==> src/hdl/linear_rpm_ramp_setpoint_top_assert.svh <==
// ---------------------------------------------------------------------------
// Assertion macros for the speed setpoint ramp
// ---------------------------------------------------------------------------
`ifndef LINEAR_RPM_RAMP_SETPOINT_TOP_ASSERT_SVH
`define LINEAR_RPM_RAMP_SETPOINT_TOP_ASSERT_SVH
`ifndef ASSERT_OFF
// same-cycle implication
`define LRR_ASSERT_IMP(label, clk, rst, ante, cons, msg) \
   label: assert property (@(posedge clk) disable iff (rst) (ante) |-> (cons)) \
      else $error(msg);
// next-cycle implication
`define LRR_ASSERT_NXT(label, clk, rst, ante, cons, msg) \
   label: assert property (@(posedge clk) disable iff (rst) (ante) |=> (cons)) \
      else $error(msg);
`else
`define LRR_ASSERT_IMP(label, clk, rst, ante, cons, msg)
`define LRR_ASSERT_NXT(label, clk, rst, ante, cons, msg)
`endif
`endif

==> src/hdl/lrr_pkg.sv <==
`timescale 1ns / 1ps
`default_nettype none
// ---------------------------------------------------------------------------
// lrr_pkg
// Types and constants shared by the speed setpoint ramp modules.
// ---------------------------------------------------------------------------
package lrr_pkg;

   localparam int SPEED_BITS = 20;
   localparam int STEP_BITS  = 16;
   localparam int TIME_BITS  = 24;
   localparam int TICK_BITS  = 32;
   localparam int THR_BITS   = 8;

   localparam int PROD_W     = SPEED_BITS + STEP_BITS;
   localparam int DIV_W      = (PROD_W > TIME_BITS) ? PROD_W : TIME_BITS;
   localparam int DIV_CNT_W  = $clog2(DIV_W);

   localparam logic [1:0] REQ_UPDATE = 2'd0;
   localparam logic [1:0] REQ_UP     = 2'd1;
   localparam logic [1:0] REQ_DOWN   = 2'd2;

   typedef enum logic [1:0] {
      MODE_IDLE = 2'd0,
      MODE_UP   = 2'd1,
      MODE_DOWN = 2'd2
   } mode_type;

   typedef enum logic [2:0] {
      ST_IDLE,
      ST_DECIDE,
      ST_MUL,
      ST_DIV_GO,
      ST_DIV_WAIT,
      ST_RESULT
   } ctrl_state_type;

   typedef struct packed {
      logic [1:0]            req_type;
      logic [TICK_BITS-1:0]  now_ms;
      logic [SPEED_BITS-1:0] goal_rpm;
      logic [STEP_BITS-1:0]  steps;
      logic [TIME_BITS-1:0]  span_ms;
      logic [SPEED_BITS-1:0] measured_rpm;
   } req_item_type;

   typedef struct packed {
      logic [SPEED_BITS-1:0] setpoint_rpm;
      logic                  motor_off;
      logic [1:0]            ramp_mode;
      logic                  ramp_finished;
      logic                  command_accepted;
   } rsp_item_type;

   typedef struct packed {
      logic load_req;
      logic load_diff;
      logic load_prod;
      logic div_start;
      logic apply;
      logic emit;
   } dp_cmd_type;

   typedef struct packed {
      logic is_update;
      logic step_due;
      logic cmd_ok;
      logic div_done;
      logic out_free;
   } dp_status_type;

endpackage
`default_nettype wire

==> src/hdl/lrr_div.sv <==
`timescale 1ns / 1ps
`default_nettype none
// ---------------------------------------------------------------------------
// lrr_div
// Serial restoring divider, one quotient bit per cycle. The divisor must be
// non-zero; done pulses for one cycle once the quotient is valid.
// ---------------------------------------------------------------------------
module lrr_div
   import lrr_pkg::*;
(
   input  wire logic                 clock,
   input  wire logic                 reset,
   input  wire logic                 start,
   input  wire logic [DIV_W-1:0]     dividend,
   input  wire logic [STEP_BITS-1:0] divisor,
   output logic                      done,
   output logic [DIV_W-1:0]          quotient
);

   logic [DIV_W-1:0]     dvd_ff, dvd_in;
   logic [STEP_BITS-1:0] rem_ff, rem_in;
   logic [STEP_BITS-1:0] dsr_ff, dsr_in;
   logic [DIV_CNT_W-1:0] cnt_ff, cnt_in;
   logic                 run_ff, run_in;
   logic                 done_ff, done_in;
   logic [STEP_BITS:0]   trial;
   logic                 fits;

   assign trial = {rem_ff, dvd_ff[DIV_W-1]};
   assign fits  = trial >= {1'b0, dsr_ff};

   always_comb begin
      dvd_in  = dvd_ff;
      rem_in  = rem_ff;
      dsr_in  = dsr_ff;
      cnt_in  = cnt_ff;
      run_in  = run_ff;
      done_in = 1'b0;
      if (start) begin
         dvd_in = dividend;
         rem_in = '0;
         dsr_in = divisor;
         cnt_in = DIV_CNT_W'(DIV_W - 1);
         run_in = 1'b1;
      end else if (run_ff) begin
         // shift in the next dividend bit, quotient bit enters at the bottom
         dvd_in = {dvd_ff[DIV_W-2:0], fits};
         rem_in = fits ? STEP_BITS'(trial - {1'b0, dsr_ff}) : trial[STEP_BITS-1:0];
         cnt_in = cnt_ff - 1'b1;
         if (cnt_ff == '0) begin
            run_in  = 1'b0;
            done_in = 1'b1;
         end
      end
   end

   always_ff @(posedge clock) begin
      if (reset) begin
         run_ff  <= 1'b0;
         done_ff <= 1'b0;
         cnt_ff  <= '0;
      end else begin
         run_ff  <= run_in;
         done_ff <= done_in;
         cnt_ff  <= cnt_in;
      end
      dvd_ff <= dvd_in;
      rem_ff <= rem_in;
      dsr_ff <= dsr_in;
   end

   assign done     = done_ff;
   assign quotient = dvd_ff;

endmodule
`default_nettype wire

==> src/hdl/lrr_dp.sv <==
`timescale 1ns / 1ps
`default_nettype none
// ---------------------------------------------------------------------------
// lrr_dp
// Ramp datapath: ramp state, threshold register, multiplier, shared
// divider and the result register.
// ---------------------------------------------------------------------------
module lrr_dp
   import lrr_pkg::*;
(
   input  wire logic                clock,
   input  wire logic                reset,
   input  wire dp_cmd_type          cmd,
   output dp_status_type            status,
   input  wire req_item_type        req_data,
   input  wire logic                csr_valid,
   input  wire logic                csr_ready,
   input  wire logic [THR_BITS-1:0] csr_data,
   output logic                     rsp_valid,
   input  wire logic                rsp_ready,
   output rsp_item_type             rsp_data
);

   req_item_type          req_ff;
   logic [THR_BITS-1:0]   thr_ff;
   mode_type              mode_ff, mode_in;
   logic [SPEED_BITS-1:0] start_ff, start_in;
   logic [SPEED_BITS-1:0] goal_ff, goal_in;
   logic [SPEED_BITS-1:0] prof_ff, prof_in;
   logic [STEP_BITS-1:0]  total_ff, total_in;
   logic [TIME_BITS-1:0]  intv_ff, intv_in;
   logic [TICK_BITS-1:0]  last_ff, last_in;
   logic [STEP_BITS-1:0]  done_ff, done_in;
   logic                  fin_ff, fin_in;
   logic                  acc_ff, acc_in;
   logic [SPEED_BITS-1:0] diff_ff;
   logic [PROD_W-1:0]     prod_ff;
   rsp_item_type          rsp_ff, rsp_in;
   logic                  rsp_valid_ff, rsp_valid_in;

   logic                  is_update;
   logic                  up_dir;
   logic [SPEED_BITS-1:0] diff_in;
   logic [SPEED_BITS-1:0] thr_ext;
   logic [TICK_BITS-1:0]  elapsed;
   logic [DIV_W-1:0]      div_dividend;
   logic [STEP_BITS-1:0]  div_divisor;
   logic                  div_done;
   logic [DIV_W-1:0]      quot;
   logic [SPEED_BITS-1:0] offset;
   logic [SPEED_BITS-1:0] step_prof;
   logic [STEP_BITS-1:0]  done_next;
   logic [SPEED_BITS-1:0] setpoint;
   logic                  sp_off;

   assign is_update = req_ff.req_type == REQ_UPDATE;
   assign up_dir    = goal_ff >= start_ff;
   assign diff_in   = up_dir ? goal_ff - start_ff : start_ff - goal_ff;
   assign thr_ext   = SPEED_BITS'(thr_ff);
   assign elapsed   = req_ff.now_ms - last_ff;

   assign status.is_update = is_update;
   assign status.step_due  = (mode_ff != MODE_IDLE) &&
                             (elapsed >= TICK_BITS'(intv_ff));
   assign status.cmd_ok    = (((req_ff.req_type == REQ_UP) && (mode_ff == MODE_IDLE)) ||
                              ((req_ff.req_type == REQ_DOWN) && (mode_ff != MODE_DOWN))) &&
                             (req_ff.steps != '0) && (req_ff.span_ms != '0);
   assign status.div_done  = div_done;
   assign status.out_free  = !rsp_valid_ff || rsp_ready;

   assign div_dividend = is_update ? DIV_W'(prod_ff) : DIV_W'(req_ff.span_ms);
   assign div_divisor  = is_update ? total_ff : req_ff.steps;

   lrr_div u_div (
      .clock    (clock),
      .reset    (reset),
      .start    (cmd.div_start),
      .dividend (div_dividend),
      .divisor  (div_divisor),
      .done     (div_done),
      .quotient (quot)
   );

   // profile step: offset from start, clamped toward the goal
   always_comb begin
      offset    = (quot > DIV_W'(diff_ff)) ? diff_ff : quot[SPEED_BITS-1:0];
      step_prof = up_dir ? start_ff + offset : start_ff - offset;
      if ((mode_ff == MODE_UP) && (step_prof > goal_ff)) begin
         step_prof = goal_ff;
      end
      if ((mode_ff == MODE_DOWN) && (step_prof < goal_ff)) begin
         step_prof = goal_ff;
      end
      done_next = done_ff + 1'b1;
   end

   always_comb begin
      if (mode_ff != MODE_IDLE) begin
         setpoint = prof_ff;
      end else if (is_update) begin
         setpoint = req_ff.goal_rpm;
      end else begin
         setpoint = goal_ff;
      end
      sp_off = setpoint <= thr_ext;
   end

   always_comb begin
      mode_in      = mode_ff;
      start_in     = start_ff;
      goal_in      = goal_ff;
      prof_in      = prof_ff;
      total_in     = total_ff;
      intv_in      = intv_ff;
      last_in      = last_ff;
      done_in      = done_ff;
      fin_in       = fin_ff;
      acc_in       = acc_ff;
      rsp_in       = rsp_ff;
      rsp_valid_in = rsp_valid_ff && !rsp_ready;
      if (cmd.load_req) begin
         fin_in = 1'b0;
         acc_in = 1'b0;
      end
      if (cmd.apply) begin
         last_in = req_ff.now_ms;
         if (is_update) begin
            done_in = done_next;
            prof_in = step_prof;
            if (done_next >= total_ff) begin
               prof_in = ((mode_ff == MODE_DOWN) && (goal_ff <= thr_ext)) ? '0 : goal_ff;
               mode_in = MODE_IDLE;
               fin_in  = 1'b1;
            end
         end else begin
            mode_in  = (req_ff.req_type == REQ_UP) ? MODE_UP : MODE_DOWN;
            goal_in  = req_ff.goal_rpm;
            start_in = req_ff.measured_rpm;
            prof_in  = req_ff.measured_rpm;
            total_in = req_ff.steps;
            intv_in  = quot[TIME_BITS-1:0];
            done_in  = '0;
            acc_in   = 1'b1;
         end
      end
      if (cmd.emit) begin
         rsp_in.setpoint_rpm     = setpoint;
         rsp_in.motor_off        = sp_off;
         rsp_in.ramp_mode        = mode_ff;
         rsp_in.ramp_finished    = fin_ff;
         rsp_in.command_accepted = acc_ff;
         rsp_valid_in            = 1'b1;
         if (is_update) begin
            if (mode_ff == MODE_IDLE) begin
               goal_in = req_ff.goal_rpm;
            end
            if (sp_off) begin
               prof_in = '0;
            end
         end
      end
   end

   always_ff @(posedge clock) begin
      if (reset) begin
         thr_ff       <= THR_BITS'(1);
         mode_ff      <= MODE_IDLE;
         start_ff     <= '0;
         goal_ff      <= '0;
         prof_ff      <= '0;
         total_ff     <= '0;
         intv_ff      <= '0;
         last_ff      <= '0;
         done_ff      <= '0;
         fin_ff       <= 1'b0;
         acc_ff       <= 1'b0;
         rsp_valid_ff <= 1'b0;
      end else begin
         if (csr_valid && csr_ready) begin
            thr_ff <= csr_data;
         end
         mode_ff      <= mode_in;
         start_ff     <= start_in;
         goal_ff      <= goal_in;
         prof_ff      <= prof_in;
         total_ff     <= total_in;
         intv_ff      <= intv_in;
         last_ff      <= last_in;
         done_ff      <= done_in;
         fin_ff       <= fin_in;
         acc_ff       <= acc_in;
         rsp_valid_ff <= rsp_valid_in;
      end
      if (cmd.load_req) begin
         req_ff <= req_data;
      end
      if (cmd.load_diff) begin
         diff_ff <= diff_in;
      end
      if (cmd.load_prod) begin
         prod_ff <= PROD_W'(diff_ff) * PROD_W'(done_ff);
      end
      rsp_ff <= rsp_in;
   end

   assign rsp_valid = rsp_valid_ff;
   assign rsp_data  = rsp_ff;

endmodule
`default_nettype wire

==> src/hdl/lrr_ctrl.sv <==
`timescale 1ns / 1ps
`default_nettype none
// ---------------------------------------------------------------------------
// lrr_ctrl
// Sequencer for the ramp: takes a request, decides between step, command
// and pass-through, runs the divider and releases the result.
// ---------------------------------------------------------------------------
module lrr_ctrl
   import lrr_pkg::*;
(
   input  wire logic          clock,
   input  wire logic          reset,
   input  wire logic          req_valid,
   output logic               req_ready,
   output dp_cmd_type         cmd,
   input  wire dp_status_type status
);

   ctrl_state_type state_ff, state_in;

   always_ff @(posedge clock) begin
      if (reset) begin
         state_ff <= ST_IDLE;
      end else begin
         state_ff <= state_in;
      end
   end

   always_comb begin
      state_in  = state_ff;
      cmd       = '0;
      req_ready = 1'b0;
      case (state_ff)
         ST_IDLE: begin
            req_ready = 1'b1;
            if (req_valid) begin
               cmd.load_req = 1'b1;
               state_in     = ST_DECIDE;
            end
         end
         ST_DECIDE: begin
            if (status.is_update) begin
               if (status.step_due) begin
                  cmd.load_diff = 1'b1;
                  state_in      = ST_MUL;
               end else begin
                  state_in = ST_RESULT;
               end
            end else if (status.cmd_ok) begin
               state_in = ST_DIV_GO;
            end else begin
               // rejected command: state untouched
               state_in = ST_RESULT;
            end
         end
         ST_MUL: begin
            cmd.load_prod = 1'b1;
            state_in      = ST_DIV_GO;
         end
         ST_DIV_GO: begin
            cmd.div_start = 1'b1;
            state_in      = ST_DIV_WAIT;
         end
         ST_DIV_WAIT: begin
            if (status.div_done) begin
               cmd.apply = 1'b1;
               state_in  = ST_RESULT;
            end
         end
         ST_RESULT: begin
            // hold until the output register is free
            if (status.out_free) begin
               cmd.emit = 1'b1;
               state_in = ST_IDLE;
            end
         end
         default: begin
            state_in = ST_IDLE;
         end
      endcase
   end

endmodule
`default_nettype wire

==> src/hdl/linear_rpm_ramp_setpoint_top.sv <==
`timescale 1ns / 1ps
`default_nettype none
`include "linear_rpm_ramp_setpoint_top_assert.svh"
// ---------------------------------------------------------------------------
// linear_rpm_ramp_setpoint_top
// Linear speed setpoint ramp for a spindle motor, one result per request.
//
//   Channel  Direction  Handshake              Payload
//   req      in         req_valid/req_ready    req_item_type
//   rsp      out        rsp_valid/rsp_ready    rsp_item_type
//   csr      in         csr_valid/csr_ready    off threshold, 8 bits
//
// One request at a time. A step-taking update and an accepted command
// run the serial divider, one quotient bit a cycle over 36 bits; other
// requests do not use it.
// A new request is taken while the previous result waits in the output
// register; a stalled result holds the sequencer before its own release.
// Synchronous reset clears the ramp state and sets the off threshold to 1.
// ---------------------------------------------------------------------------
module linear_rpm_ramp_setpoint_top
   import lrr_pkg::*;
(
   input  wire logic                clock,
   input  wire logic                reset,
   input  wire logic                req_valid,
   output logic                     req_ready,
   input  wire req_item_type        req_data,
   output logic                     rsp_valid,
   input  wire logic                rsp_ready,
   output rsp_item_type             rsp_data,
   input  wire logic                csr_valid,
   output logic                     csr_ready,
   input  wire logic [THR_BITS-1:0] csr_data
);

   dp_cmd_type    cmd;
   dp_status_type status;

   assign csr_ready = 1'b1;

   lrr_ctrl u_ctrl (
      .clock     (clock),
      .reset     (reset),
      .req_valid (req_valid),
      .req_ready (req_ready),
      .cmd       (cmd),
      .status    (status)
   );

   lrr_dp u_dp (
      .clock     (clock),
      .reset     (reset),
      .cmd       (cmd),
      .status    (status),
      .req_data  (req_data),
      .csr_valid (csr_valid),
      .csr_ready (csr_ready),
      .csr_data  (csr_data),
      .rsp_valid (rsp_valid),
      .rsp_ready (rsp_ready),
      .rsp_data  (rsp_data)
   );

   `LRR_ASSERT_NXT(a_one_request, clock, reset, req_valid && req_ready, !req_ready, "request taken while busy")
   `LRR_ASSERT_IMP(a_accept_mode, clock, reset, rsp_valid && rsp_data.command_accepted, rsp_data.ramp_mode != MODE_IDLE, "accepted command left block idle")
   `LRR_ASSERT_IMP(a_finish_idle, clock, reset, rsp_valid && rsp_data.ramp_finished, rsp_data.ramp_mode == MODE_IDLE, "finished ramp not idle")
   `LRR_ASSERT_IMP(a_emit_free, clock, reset, cmd.emit, !rsp_valid || rsp_ready, "result overwritten")

endmodule
`default_nettype wire
==> config.mk <==
export PLATFORM = sky130hd
export DESIGN_NAME = linear_rpm_ramp_setpoint_top
export DESIGN_NICKNAME = d
export VERILOG_FILES = /design/src/hdl/lrr_pkg.sv /design/src/hdl/lrr_div.sv /design/src/hdl/lrr_dp.sv /design/src/hdl/lrr_ctrl.sv /design/src/hdl/linear_rpm_ramp_setpoint_top.sv
export VERILOG_INCLUDE_DIRS = /design/src /design/src/hdl
export SDC_FILE = /design/constraint.sdc
export NUM_CORES = 2
export LEC_CHECK = 0
export CORE_MARGIN = 2
export CORE_UTILIZATION = 35
export CTS_BUF_LIST = sky130_fd_sc_hd__clkbuf_4 sky130_fd_sc_hd__clkbuf_8
export CTS_CLUSTER_SIZE = 20
export DETAILED_ROUTE_END_ITERATION = 10
export DONT_BUFFER_PORTS = 1
export MAX_ROUTING_LAYER = met4
export PLACE_DENSITY_LB_ADDON = 0.25
export SLEW_MARGIN = 20
export SYNTH_ARGS = -nofsm -noshare
export SYNTH_HDL_FRONTEND = slang
export SYNTH_SLANG_ARGS = --single-unit
==> constraint.sdc <==
create_clock -name clock -period 18.58 [get_ports clock]
set_clock_uncertainty 0.1 [all_clocks]
set_input_delay 1.858 -clock clock [delete_from_list [all_inputs] [get_ports clock]]
set_output_delay 1.858 -clock clock [all_outputs]
set_load 0.05 [all_outputs]
# Word level (Yosys, flattened, before mapping)

Cells that the tools add are included.

Bitwise logic cells: 2
Equality and inequality tests: 14
Multipliers: 1
$lt $le $gt $ge: 9
Muxes and demuxes: 61
Reduce and logical (&&, ||, !) cells: 26
$add $sub $neg: 8

Operators with widths:

| operator                                       | count |
|---|---|
| two-way mux 20 bit                             | 19 |
| two-way mux 36 bit                             | 3 |
| subtractor 20 bit                              | 3 |
| two-way mux 16 bit                             | 3 |
| <= comparator 20 x 8 -> 1 bit                  | 2 |
| greater-than comparator 36 x 20 -> 1 bit       | 1 |
| multiplier 20 x 16 -> 36 bit                   | 1 |
| >= comparator 32 x 24 -> 1 bit                 | 1 |
| subtractor 32 bit                              | 1 |
| two-way mux 1 bit                              | 24 |
| nonzero test 24 bit                            | 1 |
| adder 20 bit                                   | 1 |
| >= comparator 20 bit                           | 1 |
| greater-than comparator 20 bit                 | 1 |
| < comparator 20 bit                            | 1 |
| two-way mux 3 bit                              | 6 |
| one-hot mux 3 bit (6 select lines)             | 1 |
| >= comparator 17 x 16 -> 1 bit                 | 1 |
| adder 16 x 1 -> 16 bit (second input constant) | 1 |
| >= comparator 16 bit                           | 1 |
| nonzero test 16 bit                            | 1 |
| subtractor 16 bit                              | 1 |
| two-way mux 6 bit                              | 2 |
| logical AND 1 bit                              | 9 |
| other kinds (20)                               | 35 |

Input port bits: 127
Word-level logic and storage cells: 154
Bits in registers: 435

# Depth between registers and ports, before layout

Depth after elaboration: 16
Gate-level depth with buffers: 48
Depth with buffers taken out: 44

# By module

Synthesis repeated with hierarchy kept, for this count alone.

Cell total of the unflattened synthesis: 4021
Area, all modules: 36342.4 sq um

By module, submodules not included:

| module                       | times used | cells an instance | seq. area each (sq um) | area each (sq um) |
|---|---|---|---|---|
| lrr_dp                       | 1          | 3616              | 9078.7                 | 31965.7 |
| lrr_div                      | 1          | 373               | 2042.0                 | 4144.0 |
| lrr_ctrl                     | 1          | 30                | 60.1                   | 221.5 |
| linear_rpm_ramp_setpoint_top | 1          | 2                 | 0.0                    | 11.3 |

# Worst setup path before layout

No wires, ideal clock.

Kind: reg2reg
From: register u_dp.diff_ff[11]
To: register u_dp.prof_ff[11]
Data required time: 18347 ps
Slack: 9393 ps
Cell stages (with the launch flop): 46
Data arrival time: 8954 ps
Buffers on the path: 5
Cells stage by stage: edfxtp_1 > clkbuf_1 > buf_1 > inv_1 > ha_1 > nand3_1 > nor4_1 > a21boi_0 > o31ai_1 > nand2_2 > buf_1 > nor2_1 > a21o_1 > inv_1 > ha_1 > nor2_1 > xnor2_1 > ha_1 > (+10 left out) > nand4_1 > nor4_1 > a21oi_1 > nand3_1 > nand2_1 > clkbuf_1 > o21ai_0 > ha_1 > a211oi_1 > o21bai_1 > a21o_1 > a21o_1 > a2111oi_0 > nand3_1 > nand3_2 > buf_2 > mux2i_1 > o22ai_1

Cells in the longest elaborated chain, start to end: 16
Elaborated cells between the ends (all ways): 17
Those cells by class: 2 x add/sub; 3 x order compare; 10 x mux; 2 x reduce/logical

RTL lines:

| element                                                  | RTL line      | source |
|---|---|---|
| from (decl)                                              | lrr_dp.sv:36  | `logic [SPEED_BITS-1:0] diff_ff;` |
| from (signal assigned)                                   | lrr_dp.sv:198 | `diff_ff <= diff_in;` |
| greater-than comparator 36 x 20 -> 1 bit                 | lrr_dp.sv:86  | `offset = (quot > DIV_W'(diff_ff)) ? diff_ff : quot[SPEED_BITS-1:0];` |
| two-way mux 20 bit *                                     | lrr_dp.sv:86  |  |
| subtractor 20 bit / adder 20 bit (equally long branches) | lrr_dp.sv:87  | `step_prof = up_dir ? start_ff + offset : start_ff - offset;` |
| two-way mux 20 bit *                                     | lrr_dp.sv:87  |  |
| greater-than comparator 20 bit                           | lrr_dp.sv:88  | `if ((mode_ff == MODE_UP) && (step_prof > goal_ff)) begin` |
| logical AND 1 bit                                        | lrr_dp.sv:88  |  |
| two-way mux 20 bit *                                     | lrr_dp.sv:88  |  |
| < comparator 20 bit                                      | lrr_dp.sv:91  | `if ((mode_ff == MODE_DOWN) && (step_prof < goal_ff)) begin` |
| logical AND 1 bit                                        | lrr_dp.sv:91  |  |
| two-way mux 20 bit *                                     | lrr_dp.sv:91  |  |
| two-way mux 20 bit *                                     | lrr_dp.sv:130 | `if (done_next >= total_ff) begin` |
| two-way mux 20 bit *                                     | lrr_dp.sv:127 | `if (is_update) begin` |
| two-way mux 20 bit *                                     | lrr_dp.sv:125 | `if (cmd.apply) begin` |
| two-way mux 20 bit                                       | lrr_dp.sv:157 | `if (sp_off) begin` |
| two-way mux 20 bit                                       | lrr_dp.sv:153 | `if (is_update) begin` |
| two-way mux 20 bit *                                     | lrr_dp.sv:146 | `if (cmd.emit) begin` |
| to (signal assigned)                                     | lrr_dp.sv:185 | `prof_ff <= prof_in;` |
| to (decl)                                                | lrr_dp.sv:29  | `logic [SPEED_BITS-1:0] prof_ff, prof_in;` |

Mark *: on every way between the ends. The rest lies on a longest branch, timed or not.
A chain may end at the register's enable or synchronous reset.

# Worst setup path after layout

From: register u_dp.diff_ff[15]
To: register u_dp.prof_ff[16]

The elaborated chain is that of the path after synthesis.

==> out/results.txt <==
A synthesized cell averages 8.983 sq um. The number of remaining DRC errors is 0, and the post-synthesis cell count is 3944. The worst hold path begins at u_dp.acc_ff$_SDFF_PP0_. The die covers 103800 sq um. Once the floorplan was initialized, standard cells occupied 35.33% of the core.

For this design the static power due to leakage is 0.01612 uW. The cell area that synthesis handed to floorplanning was 35430 sq um. Leading area contributor after synthesis: edfxtp_1. The library cells used most frequently in the layout, excluding fill and tap cells, are 650 x nand2_1, 456 x inv_1, 333 x ha_1.

Summing all placed instances gives a cell area of 36700 sq um. CTS saw 435 sinks. Pin placement for this block handled 155 I/O pins. The first global-routing pass estimated 165.6 mm of wire. The post-route cell area was 38530 sq um; the worst reg-to-reg setup slack was 7.75 ns.

CTS built an H-tree with a depth of 3. The cell count of the worst hold path was 0. The area growth from synthesis to layout was 8.744%; the number of I/O port buffers was 0. The fraction of the yosys area taken by sequential cells is 31.56%, and the maximum clock path buffer count is 3.

In this run the remaining antenna-violating nets after routing total 0. In this run the power density over the cells is 68.60 nW/um^2. In this run, CTS created clock tree buffers numbering 83. Together, buffers and inverters on the worst path number 2. The tools report the number of global-route vias before repair as 26770. The run gives 5 as the number of antenna violations at the first check in global routing.

The net count of the finished layout is 4589. The hold violation total from the final report was 0; the number of flops mapped to enable cells by yosys was 247. In the final timing run, aggregate negative setup slack is 0 ns. The clock-pin slew on the worst setup and hold paths is 0.06 ns. The path with the worst hold slack has its endpoint at u_dp.rsp_data[0]$_DFFE_PP_. After detailed routing, the average wire length per cell comes to 20.46 um. Dividing the detail-routed via count by the number of cells gives 5.200. The critical path is of the register to register type. The violation count after the first detailed-route iteration is 1910. TritonCTS built the clock tree.

The number of hold buffers added after CTS was 0. In the synthesized netlist the dominant register cell turns out to be edfxtp_1. The worst max-slew margin expressed relative to the limit came out at 26.98%. Counting cells, the worst reg-to-reg path comes to 37.

The run gives 11.34 ns as the worst endpoint data arrival time. Row generation in the floorplan step produced 116 rows. In the post-synthesis netlist, the biggest area contributors are edfxtp_1 21%, fa_1 14%, ha_1 12%, dfxtp_1 11%, nand2_1 6.9%. Cell with the largest stage delay on the worst path: edfxtp_1. Global-route usage over all layers: 21.48%. The largest net degree at the start of global routing is 154, and the core area is 100300 sq um.

The worst supply voltage drop on vdd is 0.00005449 V, and the insertion delay of the later-clocked pin in the worst-skew pair is 0.73 ns. The net count of the mapped netlist is 4659. Setup repair after global routing left no endpoint under its margin.

In this run the worst path has a maximum fanout of 33. The worst setup path is captured at a register. Critical path startpoint: u_dp.diff_ff[15]$_DFFE_PP_. Synthesis instantiated 88 different standard cells from the library. STA classifies the critical path startpoint as a register. The tools report the worst flop-to-flop path endpoint as u_dp.prof_ff[16]$_SDFF_PP0_. Maximum clock frequency: 0.09231 GHz. Measured on the finished design, the core utilization comes to 38.42%. Across the run, the number of max-cap violations was 0.

The top cell type's share of synthesized area was 20.94%. The root buffer cell is clkbuf_8. The floorplan step set the die width to 322.2 um.

The floorplan die height came out at 322.2 um. Setup violations remaining at the end of the flow were counted as 0. For this run, the slowest stage of the critical path takes 0.78 ns.

The transition at the pin with the smallest max-transition slack works out to 1.095 ns. The logs give 5 for the first-pass detailed-route iteration total and 0 for the number of warnings printed during yosys synthesis. The count of cells resized by post-cts repair was 0.

Broken down by cell family, the worst path's largest delay share belongs to compound AO/OA/AOI/OAI gates. Buffers added to address setup during post-CTS repair amount to 0. Of all flip-flops after synthesis, the portion carrying an async set or reset was 0%. Global routing finished with a remaining overflow of 0.

The worst path uses 58.30% of the clock period. The min-delay analysis places its worst path in the category register to register. The run gives 0.9322 as the last weighted congestion value of the routability-driven placer. The post-route total power came out at 2643 uW. The post-layout minimum cycle time was 10.83 ns. The final-report max-slew violation count came out at 0.

The run finished with clean final reports. Detailed routing inserted a total of 27600 vias. In this run, synthesis produced a sequential element count of 435. The routed design has 108.6 mm of wire. The leading cell type in the layout, fill and taps excluded was nand2_1.

STA puts the critical path data required time at 19.09 ns. The tools report the half-perimeter wire length of the detailed placement result as 83.28 mm. In the final layout, the share of cells above drive strength 1 is 6.060%.

The startpoint identified for the worst register-to-register timing path is u_dp.diff_ff[15]$_DFFE_PP_.
==> per-layer routing <==
| layer | up-vias | routed length (um) | track usage [%] |
|---|---|---|---|
| met5 | - | 0 | - |
| met2 | 680 | 48550 | 32.53 |
| li1 | 13210 | - | - |
| met4 | 0 | 2781 | 5.784 |
| met1 | 13550 | 51680 | 30.07 |
| met3 | 158 | 5549 | 2.938 |
==> registers in the layout (all words and copies together), names as in the netlist, 2 cells and up <==
| register | cells |
|---|---|
| u_ctrl.state_ff | 3 |
| u_dp.diff_ff | 20 |
| u_dp.done_ff | 16 |
| u_dp.goal_ff | 20 |
| u_dp.intv_ff | 24 |
| u_dp.last_ff | 32 |
| u_dp.mode_ff | 2 |
| u_dp.prod_ff | 36 |
| u_dp.prof_ff | 20 |
| u_dp.req_ff | 114 |
| u_dp.rsp_data | 25 |
| u_dp.start_ff | 20 |
| u_dp.thr_ff | 8 |
| u_dp.total_ff | 16 |
| u_dp.u_div.cnt_ff | 6 |
| u_dp.u_div.dsr_ff | 16 |
| u_dp.u_div.quotient | 36 |
| u_dp.u_div.rem_ff | 16 |
==> Yosys cell counts, types with 16 or more instances <==
master,number
dfxtp_1,188
nor2b_1,26
nand4_1,37
o21bai_1,17
inv_1,458
nand2b_1,26
nand2_1,652
and2_1,105
o211ai_1,17
o21ai_0,133
nor4_1,31
edfxtp_1,247
buf_1,16
fa_1,255
ha_1,333
a22oi_1,27
a211oi_1,41
nor2_1,225
xor2_1,57
clkbuf_1,168
a31oi_1,58
a21o_1,70
nand3_1,57
xnor2_1,89
a21oi_1,303
nor3_1,36
mux2i_1,41
o21a_1,24
o22ai_1,17
==> metrics by stage <==
stage	setup slack, ns	hold WS, ns	instances
final	7.747	0.3324	5307
after global routing	6.957	0.3455	5306
after CTS	7.843	0.3339	5301
after detailed placement	7.905	0.3199	5146
after global placement	8.114	0.3150	5146
after floorplan	9.393	0.3081	3944
==> cells by family after synthesis <==
group,Yosys count,synth area share (%)
AO/OA/AOI/OAI,804,14.08
adder cells (fa/ha/maj),588,26.17
XOR/XNOR,146,3.609
other,1,0.01058
flip-flops,435,31.56
AND/OR/NAND/NOR,1265,15.99
buffers and inverters,655,7.141
multiplexers,50,1.444
==> where the power goes <==
| part | internal [uW] | switching, uW | total [uW] |
|---|---|---|---|
| clock | 582 | 459 | 1040 |
| sequential | 1090 | 60.6 | 1150 |
| combinational | 178 | 276 | 454 |
==> worst register-to-register path: cells and delay by family, from the launching register on <==
| family | cells | cell delay (ns) |
|---|---|---|
| simple gates | 12 | 3.14 |
| buf+inv | 2 | 0.56 |
| xor+xnor | 2 | 0.31 |
| compound gates | 15 | 3.89 |
| fa+ha+maj | 5 | 1.57 |
| mux | 1 | 0.41 |
| flops | 1 | 0.78 |
==> layout make-up <==
cell class	count	area (sq um)
clock buffer	111	1403
clock inverter	44	402.9
timing repair buffer	42	315.3
multi-input combinational	2854	21790
antenna	6	15.01
inverter	458	1724
tap	1357	1698
sequential	435	11180
fill	10200	61760
==> worst max-delay path by stage <==
stage / to / depth (start not counted)
after CTS: u_dp.prof_ff[16]$_SDFF_PP0_ / 37
final: u_dp.prof_ff[16]$_SDFF_PP0_ / 37
after floorplan: u_dp.prof_ff[11]$_SDFF_PP0_ / 45
after global routing: u_dp.prof_ff[12]$_SDFF_PP0_ / 40
after detailed placement: u_dp.prof_ff[16]$_SDFF_PP0_ / 37
after global placement: u_dp.prof_ff[16]$_SDFF_PP0_ / 37
(Power assumes the default switching activity.)
